`src/two_party_lock_table_assert.svh`:
```
// Assertion macros for the lock table.
`ifndef TWO_PARTY_LOCK_TABLE_ASSERT_SVH
`define TWO_PARTY_LOCK_TABLE_ASSERT_SVH

`ifndef SYNTHESIS
// Check a property on every clock edge outside reset.
`define TPLT_ASSERT(name, clk, rst, prop, msg) \
   name: assert property (@(posedge clk) disable iff (rst) prop) else $error(msg);
// Check a property on every clock edge, reset included.
`define TPLT_ASSERT_ALWAYS(name, clk, prop, msg) \
   name: assert property (@(posedge clk) prop) else $error(msg);
`else
`define TPLT_ASSERT(name, clk, rst, prop, msg)
`define TPLT_ASSERT_ALWAYS(name, clk, prop, msg)
`endif

`endif

```
`src/tplt_pkg.sv`:
```
package tplt_pkg;

   // request function codes
   localparam logic [2:0] FN_CREATE  = 3'd0;
   localparam logic [2:0] FN_ACQUIRE = 3'd1;
   localparam logic [2:0] FN_RELEASE = 3'd2;
   localparam logic [2:0] FN_DESTROY = 3'd3;
   localparam logic [2:0] FN_POLL    = 3'd4;

   // free-slot search group size
   localparam int GRP_SIZE = 16;
   localparam int GRP_W    = 4;

   // queue between front and back
   localparam int QUEUE_DEPTH = 2;

   typedef enum logic [2:0] {
      ST_OK       = 3'd0,
      ST_INVALID  = 3'd1,
      ST_FULL     = 3'd2,
      ST_HELD     = 3'd3,
      ST_NOT_HELD = 3'd4,
      ST_WAIT     = 3'd5
   } status_type;

   typedef enum logic [2:0] {
      OP_CREATE  = 3'd0,
      OP_ACQUIRE = 3'd1,
      OP_RELEASE = 3'd2,
      OP_DESTROY = 3'd3,
      OP_POLL    = 3'd4,
      OP_BAD     = 3'd5
   } op_type;

   typedef struct packed {
      op_type     op;
      logic [7:0] idx;
      logic       role;
   } item_type;

   typedef struct packed {
      logic idle;
      logic exec;
   } back_status_type;

endpackage

```
`src/two_party_lock_table.sv`:
```
// A request goes through the queue and the back end's read and execute states
// to the response register. The back end takes no new item until the last has
// had its read-then-execute pass over lock memory and two-level free-slot search.
// Reset: synchronous, active high; clears all in-use bits, the queue and the
// response valid bit. Flag memory needs no sweep, since create rewrites an entry.
`include "two_party_lock_table_assert.svh"

module two_party_lock_table #(
   parameter int NUM_LOCKS = 64
) (
   input  logic       clock,
   input  logic       reset,
   input  logic       req_valid,
   output logic       req_stall,
   input  logic [2:0] req_func,
   input  logic [7:0] req_lock_id,
   input  logic       req_role,
   output logic       rsp_valid,
   input  logic       rsp_stall,
   output logic [2:0] rsp_status,
   output logic [5:0] rsp_lock_index
);
   import tplt_pkg::*;

   // front to back queue signals
   logic            q_push, q_full, q_pop, q_empty;
   item_type        push_item, pop_item;
   back_status_type back_status;

   // Front: accept items while the queue has room and classify them (function decode, id range check).
   tplt_front #(
      .NUM_LOCKS (NUM_LOCKS)
   ) u_front (
      .req_valid   (req_valid),
      .req_stall   (req_stall),
      .req_func    (req_func),
      .req_lock_id (req_lock_id),
      .req_role    (req_role),
      .q_full      (q_full),
      .q_push      (q_push),
      .q_item      (push_item)
   );

   // Hold classified items so the front keeps taking requests while the back
   // end waits on a stalled response.
   tplt_queue u_queue (
      .clock     (clock),
      .reset     (reset),
      .push      (q_push),
      .push_item (push_item),
      .full      (q_full),
      .pop       (q_pop),
      .pop_item  (pop_item),
      .empty     (q_empty)
   );

   // Back: read the entry, run the lock scheme, write back and drive the
   // response register.
   tplt_back #(
      .NUM_LOCKS (NUM_LOCKS)
   ) u_back (
      .clock          (clock),
      .reset          (reset),
      .q_empty        (q_empty),
      .q_item         (pop_item),
      .q_pop          (q_pop),
      .rsp_valid      (rsp_valid),
      .rsp_stall      (rsp_stall),
      .rsp_status     (rsp_status),
      .rsp_lock_index (rsp_lock_index),
      .back_status    (back_status)
   );

   // Only a successful create returns a nonzero index.
   `TPLT_ASSERT(a_index_only_ok, clock, reset, rsp_valid && (rsp_status != ST_OK) |-> rsp_lock_index == 6'd0, "lock index on failed request")
   // Status codes stay within the defined set.
   `TPLT_ASSERT(a_status_range, clock, reset, rsp_valid |-> rsp_status <= ST_WAIT, "undefined status code")
   // A new response appears only right after the back end executed an item.
   `TPLT_ASSERT(a_rsp_from_exec, clock, reset, $rose(rsp_valid) |-> $past(back_status.exec), "response without execution")
   // Never pop an empty queue.
   `TPLT_ASSERT_ALWAYS(a_no_pop_empty, clock, q_pop |-> !q_empty, "pop from empty queue")

endmodule

```
`src/tplt_front.sv`:
```
module tplt_front #(
   parameter int NUM_LOCKS = 64
) (
   input  logic              req_valid,
   output logic              req_stall,
   input  logic [2:0]        req_func,
   input  logic [7:0]        req_lock_id,
   input  logic              req_role,
   input  logic              q_full,
   output logic              q_push,
   output tplt_pkg::item_type q_item
);
   import tplt_pkg::*;

   localparam logic [8:0] LOCKS_LIM = 9'(NUM_LOCKS);

   logic id_ok;

   assign id_ok     = {1'b0, req_lock_id} < LOCKS_LIM;
   assign req_stall = q_full;
   assign q_push    = req_valid && !q_full;

   // classify: unknown functions and out-of-range ids (except on create) go straight to the error path
   always_comb begin
      q_item.role = req_role;
      q_item.idx  = id_ok ? req_lock_id : 8'd0;
      case (req_func)
         FN_CREATE: begin
            q_item.op = OP_CREATE;
         end
         FN_ACQUIRE: begin
            q_item.op = id_ok ? OP_ACQUIRE : OP_BAD;
         end
         FN_RELEASE: begin
            q_item.op = id_ok ? OP_RELEASE : OP_BAD;
         end
         FN_DESTROY: begin
            q_item.op = id_ok ? OP_DESTROY : OP_BAD;
         end
         FN_POLL: begin
            q_item.op = id_ok ? OP_POLL : OP_BAD;
         end
         default: begin
            q_item.op = OP_BAD;
         end
      endcase
   end

endmodule

```
`src/tplt_queue.sv`:
```
module tplt_queue (
   input  logic               clock,
   input  logic               reset,
   input  logic               push,
   input  tplt_pkg::item_type push_item,
   output logic               full,
   input  logic               pop,
   output tplt_pkg::item_type pop_item,
   output logic               empty
);
   import tplt_pkg::*;

   localparam int PTR_W = $clog2(QUEUE_DEPTH);
   localparam int CNT_W = $clog2(QUEUE_DEPTH + 1);

   item_type             slot_ff [QUEUE_DEPTH];
   logic [PTR_W-1:0]     wr_ptr_ff, wr_ptr_in;
   logic [PTR_W-1:0]     rd_ptr_ff, rd_ptr_in;
   logic [CNT_W-1:0]     count_ff, count_in;

   assign full     = count_ff == CNT_W'(QUEUE_DEPTH);
   assign empty    = count_ff == '0;
   assign pop_item = slot_ff[rd_ptr_ff];

   always_comb begin
      wr_ptr_in = wr_ptr_ff;
      rd_ptr_in = rd_ptr_ff;
      count_in  = count_ff;
      if (push) begin
         wr_ptr_in = (wr_ptr_ff == PTR_W'(QUEUE_DEPTH - 1)) ? '0 : wr_ptr_ff + 1'b1;
      end
      if (pop) begin
         rd_ptr_in = (rd_ptr_ff == PTR_W'(QUEUE_DEPTH - 1)) ? '0 : rd_ptr_ff + 1'b1;
      end
      if (push && !pop) begin
         count_in = count_ff + 1'b1;
      end else if (pop && !push) begin
         count_in = count_ff - 1'b1;
      end
   end

   always_ff @(posedge clock) begin
      if (reset) begin
         wr_ptr_ff <= '0;
         rd_ptr_ff <= '0;
         count_ff  <= '0;
      end else begin
         wr_ptr_ff <= wr_ptr_in;
         rd_ptr_ff <= rd_ptr_in;
         count_ff  <= count_in;
      end
   end

   always_ff @(posedge clock) begin
      if (push) begin
         slot_ff[wr_ptr_ff] <= push_item;
      end
   end

endmodule

```
`src/tplt_back.sv`:
```
module tplt_back #(
   parameter int NUM_LOCKS = 64
) (
   input  logic                      clock,
   input  logic                      reset,
   input  logic                      q_empty,
   input  tplt_pkg::item_type        q_item,
   output logic                      q_pop,
   output logic                      rsp_valid,
   input  logic                      rsp_stall,
   output logic [2:0]                rsp_status,
   output logic [5:0]                rsp_lock_index,
   output tplt_pkg::back_status_type back_status
);
   import tplt_pkg::*;

   localparam int IDX_W  = $clog2(NUM_LOCKS);
   localparam int NG     = (NUM_LOCKS + GRP_SIZE - 1) / GRP_SIZE;
   localparam int FULL_W = $clog2(NG * GRP_SIZE);

   typedef enum logic [1:0] {
      S_IDLE = 2'b01,
      S_EXEC = 2'b10
   } state_type;

   state_type            state_ff, state_in;
   item_type             item_ff;
   logic [NUM_LOCKS-1:0] in_use_ff, in_use_in;
   logic [2:0]           lock_mem [NUM_LOCKS];
   logic [2:0]           rd_ff;
   logic                 mem_we;
   logic [2:0]           mem_wdata;
   logic [IDX_W-1:0]     raddr, waddr, eidx;

   logic [NG*GRP_SIZE-1:0] used_pad;
   logic [NG-1:0]          grp_free_ff, grp_free_in;
   logic [GRP_W-1:0]       grp_low_ff [NG];
   logic [GRP_W-1:0]       grp_low_in [NG];
   logic                   found;
   logic [FULL_W-1:0]      fidx;

   logic       rsp_valid_ff, rsp_valid_in;
   status_type rsp_status_ff, rsp_status_in;
   logic [5:0] rsp_index_ff, rsp_index_in;

   logic [1:0] want;
   logic       turn, mine, other, used;

   // pad the table to whole groups with entries that read as taken
   for (genvar i = 0; i < NG * GRP_SIZE; i++) begin : g_pad
      if (i < NUM_LOCKS) begin : g_real
         assign used_pad[i] = in_use_ff[i];
      end else begin : g_fill
         assign used_pad[i] = 1'b1;
      end
   end

   // first level of the free-slot search: lowest free entry within each group
   always_comb begin
      for (int g = 0; g < NG; g++) begin
         grp_free_in[g] = ~&used_pad[g*GRP_SIZE +: GRP_SIZE];
         grp_low_in[g]  = '0;
         for (int b = GRP_SIZE - 1; b >= 0; b--) begin
            if (!used_pad[g*GRP_SIZE + b]) begin
               grp_low_in[g] = GRP_W'(b);
            end
         end
      end
   end

   // second level: lowest group with a free entry
   always_comb begin
      found = 1'b0;
      fidx  = '0;
      for (int g = NG - 1; g >= 0; g--) begin
         if (grp_free_ff[g]) begin
            found = 1'b1;
            fidx  = FULL_W'(g * GRP_SIZE + int'(grp_low_ff[g]));
         end
      end
   end

   assign q_pop = (state_ff == S_IDLE) && !q_empty && (!rsp_valid_ff || !rsp_stall);
   assign raddr = q_item.idx[IDX_W-1:0];
   assign eidx  = item_ff.idx[IDX_W-1:0];

   assign want  = rd_ff[1:0];
   assign turn  = rd_ff[2];
   assign mine  = want[item_ff.role];
   assign other = want[~item_ff.role];
   assign used  = in_use_ff[eidx];

   always_comb begin
      state_in      = state_ff;
      in_use_in     = in_use_ff;
      mem_we        = 1'b0;
      mem_wdata     = rd_ff;
      waddr         = eidx;
      rsp_valid_in  = rsp_valid_ff && rsp_stall;
      rsp_status_in = rsp_status_ff;
      rsp_index_in  = rsp_index_ff;
      case (state_ff)
         S_IDLE: begin
            if (q_pop) begin
               state_in = S_EXEC;
            end
         end
         S_EXEC: begin
            state_in      = S_IDLE;
            rsp_valid_in  = 1'b1;
            rsp_status_in = ST_OK;
            rsp_index_in  = '0;
            if (item_ff.op == OP_CREATE) begin
               if (found) begin
                  waddr            = fidx[IDX_W-1:0];
                  in_use_in[waddr] = 1'b1;
                  mem_we           = 1'b1;
                  mem_wdata        = 3'b000;
                  rsp_index_in     = 6'(fidx[IDX_W-1:0]);
               end else begin
                  rsp_status_in = ST_FULL;
               end
            end else if (item_ff.op == OP_BAD || !used) begin
               rsp_status_in = ST_INVALID;
            end else begin
               case (item_ff.op)
                  OP_ACQUIRE: begin
                     if (mine) begin
                        rsp_status_in = ST_HELD;
                     end else begin
                        mem_we    = 1'b1;
                        mem_wdata = {item_ff.role, want | (2'b01 << item_ff.role)};
                        if (other) begin
                           rsp_status_in = ST_WAIT;
                        end
                     end
                  end
                  OP_RELEASE: begin
                     if (!mine) begin
                        rsp_status_in = ST_NOT_HELD;
                     end else begin
                        mem_we    = 1'b1;
                        mem_wdata = {turn, want & ~(2'b01 << item_ff.role)};
                     end
                  end
                  OP_DESTROY: begin
                     in_use_in[eidx] = 1'b0;
                  end
                  OP_POLL: begin
                     if (!mine) begin
                        rsp_status_in = ST_NOT_HELD;
                     end else if (other && turn == item_ff.role) begin
                        rsp_status_in = ST_WAIT;
                     end
                  end
                  default: begin
                     rsp_status_in = ST_INVALID;
                  end
               endcase
            end
         end
         default: begin
            state_in = S_IDLE;
         end
      endcase
   end

   always_ff @(posedge clock) begin
      if (reset) begin
         state_ff     <= S_IDLE;
         in_use_ff    <= '0;
         rsp_valid_ff <= 1'b0;
      end else begin
         state_ff     <= state_in;
         in_use_ff    <= in_use_in;
         rsp_valid_ff <= rsp_valid_in;
      end
   end

   always_ff @(posedge clock) begin
      rsp_status_ff <= rsp_status_in;
      rsp_index_ff  <= rsp_index_in;
      if (q_pop) begin
         item_ff     <= q_item;
         grp_free_ff <= grp_free_in;
         grp_low_ff  <= grp_low_in;
      end
   end

   always_ff @(posedge clock) begin
      if (mem_we) begin
         lock_mem[waddr] <= mem_wdata;
      end
      if (q_pop) begin
         rd_ff <= lock_mem[raddr];
      end
   end

   assign rsp_valid        = rsp_valid_ff;
   assign rsp_status       = rsp_status_ff;
   assign rsp_lock_index   = rsp_index_ff;
   assign back_status.idle = state_ff == S_IDLE;
   assign back_status.exec = state_ff == S_EXEC;

endmodule
```
`config.mk`:
```
export PLATFORM = sky130hd
export DESIGN_NAME = two_party_lock_table
export DESIGN_NICKNAME = d
export VERILOG_FILES = /design/src/tplt_pkg.sv /design/src/two_party_lock_table.sv /design/src/tplt_front.sv /design/src/tplt_queue.sv /design/src/tplt_back.sv
export VERILOG_INCLUDE_DIRS = /design/src /design/src/src
export SDC_FILE = /design/constraint.sdc
export NUM_CORES = 1
export LEC_CHECK = 0
export BUFFER_PORTS_ARGS = -buffer_cell sky130_fd_sc_hd__clkbuf_2
export CELL_PAD_IN_SITES_DETAIL_PLACEMENT = 0
export CELL_PAD_IN_SITES_GLOBAL_PLACEMENT = 1
export CORE_MARGIN = 1.5
export CORE_UTILIZATION = 40
export DETAILED_ROUTE_END_ITERATION = 10
export PLACE_DENSITY = 0.61
export RECOVER_POWER = 100
export SYNTH_ARGS = -nofsm -noshare
export SYNTH_HDL_FRONTEND = slang
export SYNTH_HIERARCHICAL = 1
export SYNTH_SLANG_ARGS = --single-unit
```
`constraint.sdc`:
```
create_clock -name clock -period 12.25 [get_ports clock]
set_clock_uncertainty 0.1 [all_clocks]
set_input_delay 1.225 -clock clock [delete_from_list [all_inputs] [get_ports clock]]
set_output_delay 1.225 -clock clock [all_outputs]
set_load 0.03 [all_outputs]
```
== Word level (Yosys, flattened, before mapping) ==
Memories as Yosys holds them, arrays and structs flattened. A register that Yosys moved wholly into a read port is not among the register bits.
Index checks and enable logic that the tools add are counted.
Storage, ports and cells
  bits in read-only memories: 0
  memory bits (writable): 216
  latch bits: 0
  input bits: 16
  flip-flop bits (word level): 110
  logic and storage cells: 239
  memories kept: 2
Cells by class
  shift operators: 1
  order comparisons: 7
  reduce and logical (&&, ||, !) cells: 46
  $add $sub $neg: 7
  divide/modulo/power cells: 0
  multipliers: 0
  equality and inequality tests: 15
  bitwise logic cells: 8
  mux-type cells: 125
Memories
  u_back.lock_mem: depth 64, bits a word 3, read ports 1, clocked after memory_dff 1, write ports 1, line tplt_back.sv:29  | logic [2:0] lock_mem [NUM_LOCKS];
  u_queue.slot_ff: depth 2, bits a word 12, read ports 1, clocked after memory_dff 1, write ports 1, line tplt_queue.sv:16  | item_type slot_ff [QUEUE_DEPTH];
Operator list (count)
  64-bit two-way mux: 4
  4-bit two-way mux: 32
  3-bit two-way mux: 31
  64-bit AND: 1
  64-bit inverter: 1
  64-bit OR: 1
  16-bit AND reduction: 4
  6-bit two-way mux: 7
  8-bit AND reduction: 4
  1-bit two-way mux: 31
  2-bit two-way mux: 12
  4-bit AND reduction: 5
  3-bit one-hot mux with 5 select lines: 1
  6-bit by 7-bit less-than comparator with 1-bit output (second input constant): 2
  6-bit by 4-bit adder with 6-bit output (first input constant): 2
  1-bit demux with 6-bit select: 2
  3-bit by 2-bit equality test with 1-bit output (second input constant): 4
  6-bit by 1-bit greater-or-equal comparator with 1-bit output (second input constant): 2
  3-bit one-hot mux with 4 select lines: 1
  1-bit logical NOT: 11
  2-bit AND reduction: 5
  3-bit equality test (second input constant): 3
  1-bit logical AND: 9
  8-bit by 7-bit less-than comparator with 1-bit output (second input constant): 1
  other kinds (24): 33

== Depth between registers and ports, before layout ==
  depth after elaboration: 15
  gate-level depth with buffers: 13
  depth with buffers taken out: 8

== Hierarchy ==
Netlist, hierarchy kept.
Modules (own cells, without submodules)
  tplt_back: cells each 1097, instances 1, area each 14093.5 um^2, sequential area each 8368.0 um^2
  tplt_queue: cells each 59, instances 1, area each 1068.5 um^2, sequential area each 820.8 um^2
  tplt_front: cells each 19, instances 1, area each 120.1 um^2, sequential area each 0.0 um^2

== Least setup slack after synthesis ==
No wires, ideal clock.
  kind: register to register
  from: register u_back.item_ff (netlist bit u_back/eidx[0])
  to: memory u_back.lock_mem[0][0] (data pin)
  cell stages (with the launch flop): 10
  path slack: 6723 ps
  setup time: 702 ps
  arrival time: 4725 ps
  cells stage by stage: edfxtp_1 buf_6 buf_6 or3b_2 a21oi_1 o41ai_1 nand4_2 nor2_4 or4_1 o21ai_0
On the way
  word-level cells in the longest chain between the ends: 7
RTL lines
  from (decl): line tplt_back.sv:27  | item_type item_ff;
  from (signal assigned): line tplt_back.sv:184  | item_ff <= q_item;
  1-bit binary-select mux with 6-bit select: line tplt_back.sv:91  | assign used = in_use_ff[eidx];
  1-bit two-way mux (not written as such): line tplt_back.sv:91
  1-bit logical NOT: line tplt_back.sv:123  | end else if (item_ff.op == OP_BAD || !used) begin
  1-bit logical OR: line tplt_back.sv:123
  3-bit two-way mux: line tplt_back.sv:123
  3-bit two-way mux: line tplt_back.sv:113  | if (item_ff.op == OP_CREATE) begin
  3-bit two-way mux: line tplt_back.sv:102  | case (state_ff)
  net u_back.mem_wdata[0]: line tplt_back.sv:32  | logic [2:0] mem_wdata;
  to (decl): line tplt_back.sv:29
The timed path passes the listed nets, and every way through them passes these cells. The select of a mux whose other input is x is not followed.

== Worst setup path in the final report ==
  from: register u_back.item_ff (netlist bit u_back/eidx[0])
  to: register u_back.in_use_ff[38]
On the way
  word-level cells in the longest chain between the ends: 9
  elaborated cells on any way between the ends: 16
  classes of those cells: order compare: 2; eq/ne: 1; mux: 7; bitwise: 2; reduce/logical: 4
RTL lines
  6-bit by 7-bit less-than comparator with 1-bit output (not written as such) or 6-bit by 1-bit greater-or-equal comparator with 1-bit output (tied branches): line tplt_back.sv:147  | in_use_in[eidx] = 1'b0;
  1-bit logical AND (not written as such): line tplt_back.sv:147
  1-bit two-way mux (not written as such): line tplt_back.sv:147
  1-bit demux with 6-bit select
  64-bit inverter (no source line)
  64-bit AND (no source line)
  64-bit two-way mux: line tplt_back.sv:126  | case (item_ff.op)
  64-bit two-way mux: line tplt_back.sv:123
  64-bit two-way mux: line tplt_back.sv:113
  to (signal assigned): line tplt_back.sv:175  | in_use_ff <= in_use_in;
  to (decl): line tplt_back.sv:28  | logic [NUM_LOCKS-1:0] in_use_ff, in_use_in;
Several ways; a longest one is shown, not always the timed one. The select of a mux whose other input is x is not followed.
A chain may end at the register's enable or synchronous reset.

==> implementation parameters <==
Parameter                              Value

Detailed routing
  Drt initial violations ... 767
  Antenna Violating Nets Remaining ... 0
  Total number of vias ... 10200
  Wire length per cell after detailed routing ... around 25 um
  Number of detailed-route iterations in the first pass ... 6
  Number of DRC violations after detailed routing ... 0
  Aggregate routed wire length ... 42.4 mm
  Vias per std cell ... 5.91

Setup path
  Setup slack of the worst register-to-register path ... 4250 ps
  Kind of end point of the critical path ... register
  Startpoint of the worst setup timing path ... u_back/eidx[0]
  Critical path peak fanout ... 32
  Arrival time at the worst endpoint ... roughly 8300 ps
  Data required time at the worst endpoint ... 12570 ps
  Critical register-to-register path endpoint ... u_back/in_use_ff[38]
  Critical path capture point ... u_back/in_use_ff[38]
  Category of the most critical setup path ... reg2reg
  Crit start category ... register
  Reg-to-Reg Start ... u_back/eidx[0]
  R2R cell count ... 8

STA
  Final number of hold-violating endpoints ... 0
  Sum of negative setup slack ... 0 ps
  Transition at the pin with the smallest max-transition slack ... between 3000 and 4000 ps
  Finish-stage setup viols ... 0
  Final number of max-transition violations ... 517
  F_max ... 125 MHz
  Period Utilization, post-route ... 0.653
  Unrepaired setup endpoints after global routing ... false
  Headroom to the max-slew limit ... -1.54
  Time the final worst path needs with I/O delays and setup ... around 8000 ps

Status
  Run status ... finished, violations left
  Violations in the final reports ... capacitance limit, slew limit

Floorplanning
  I/O pin count ... 27
  Floorplan die area ... 39000 um^2
  Number of rows in the core area ... between 70 and 80
  Die Width ... 197 um
  Core area ... 37400 um^2
  Starting utilization of the core area ... 0.404
  Overall die height ... 197 um

Hold path
  Hold Path Class ... reg2reg

Clock network
  Clock-pin slew reported for the worst setup and hold paths after clock tree synthesis ... 60 ps
  Clock latency of the later-clocked register in the worst-skew pair ... 570 ps
  Clock sink total ... 326
  Post-CTS Resized ... 0
  TritonCTS clock tree ... yes
  Root cell of the clock tree ... clkbuf_16
  Maximum root-to-sink buffer count ... 3
  Level count of the clock H-tree ... 2
  Count of buffers added by post-CTS timing repair for setup ... 0
  Hold_buf cts ... 0
  TritonCTS Buffers ... 36

Cells and area
  # nets final ... 1199
  Number of fill cells in the layout ... 3427
  Most common cell after layout, fill and taps aside ... edfxtp_1
  Synth-to-layout area growth ... 10.9%
  Fraction of layout instances using a drive strength above 1 ... 0.150
  Commonest cells after routing, fill and taps aside ... edfxtp_1, nand2_1, nor3_1
  Number of diodes added for antenna fixing ... 0

Global route
  Via count of the first global-routing pass ... 10100
  Initial antenna violation count ... 0
  Global-route wire length before repair ... roughly 65 mm
  Total track usage ... 0.224
  Total grt overflow ... 0
  Maximum number of pins on one net before global-route repair ... 65

Power and ir drop
  PwrDens ... 209 nW/um^2
  Maximum vdd ir drop ... 0.000143 V
  Overall power of the completed layout ... 3.50 mW
  Standby leakage power ... 4.98 nW

Placement
  Final Wtd Congestion ... about 0.8
  Port buffer count ... 26
  Detailed-placement wirelength estimate ... 27.0 mm

Synthesis
  Net Count, Synth ... roughly 1200
  Post-Synthesis Mean Instance Area ... 13.0 um^2
  Post-synthesis cell area ... 15100 um^2
  Synthesized netlist cell count ... roughly 1200
  Count of synthesis-stage warnings from yosys ... 6

Run
  Max-cap violation count ... 12
[through the flow]
| stage | cell area [um^2] | util | setup slack [ps] | cells | hold WS, ps |
|---|---|---|---|---|---|
| 2_1_floorplan | 15100 | - | 6720 | 1165 | 361 |
| 3_3_place_gp | 15700 | 0.421 | 7730 | 1655 | 388 |
| 3_5_place_dp | 15700 | 0.421 | 7720 | 1655 | 388 |
| 4_1_cts | 16900 | 0.451 | 7700 | 1721 | 401 |
| 5_1_grt | 16800 | 0.448 | 3900 | 1721 | 418 |
| 6_report | 16800 | 0.448 | 4250 | 1721 | 402 |
[critical path, stage by stage, from the launching register on]
cell	delay (ps)
edfxtp_1	770
clkbuf_1	1040
mux4_2	610
mux2i_1	150
o22ai_1	110
or2_0	240
o21ai_0	2800
nor3_1	1420
a221oi_1	610
[cell type report]
| cell class | instances | area (um^2) | area share |
|---|---|---|---|
| multi-input combinational | 747 | 5600 | 0.334 |
| timing repair buffer | 46 | 221 | 0.0132 |
| clock inverter | 20 | 168 | 0.0100 |
| clock buffer | 46 | 970 | 0.0579 |
| sequential | 326 | 9070 | 0.541 |
| tap | 511 | 639 | 0.0381 |
| inverter | 25 | 93.8 | 0.00560 |
[flip-flops by register name, summed over array words and instances (netlist names), named ones only]
| signal | cells |
|---|---|
| u_back/state_ff | 2 |
| u_back/rsp_valid | 1 |
| u_back/lock_mem | 192 |
| u_back/item_ff | 4 |
| u_back/rsp_lock_index | 6 |
| u_back/rsp_status | 3 |
| u_back/grp_free_ff | 4 |
| u_queue/count_ff | 2 |
| u_back/in_use_ff | 64 |
| u_queue/rd_ptr_ff | 1 |
| u_back/rd_ff | 3 |
| u_queue/wr_ptr_ff | 1 |
| u_back/eidx | 6 |
| u_back/grp_low_ff | 16 |
| u_queue/slot_ff | 20 |
[power breakdown]
group | switching (mW) | internal (mW) | leakage [nW]
clock network | 0.458 | 0.589 | 0.551
logic | 0.642 | 0.305 | 1.55
registers | 0.0959 | 1.41 | 2.88
[layer usage]
metal / global-route usage / part of all wire / vias to the layer above
li1: - / - / 4635
met1: 0.299 / 0.43 / 5137
met2: 0.363 / 0.48 / 307
met3: 0.0362 / 0.053 / 92
met4: 0.0956 / 0.037 / 0
met5: 0 / 0 / -
[worst min path at each step]
stage / start / end / slack (ps) / cells after the start
final: u_back/in_use_ff[58] / u_back/in_use_ff[58] / 400 / 2
after global routing: u_back/in_use_ff[58] / u_back/in_use_ff[58] / 420 / 2
after CTS: u_back/in_use_ff[58] / u_back/in_use_ff[58] / 400 / 2
after detailed placement: u_back/in_use_ff[58] / u_back/in_use_ff[58] / 390 / 2
after global placement: u_back/in_use_ff[11] / u_back/in_use_ff[11] / 390 / 2
after floorplan: u_queue/count_ff[1] / u_queue/count_ff[1] / 360 / 2
(Power assumes the default switching activity.)
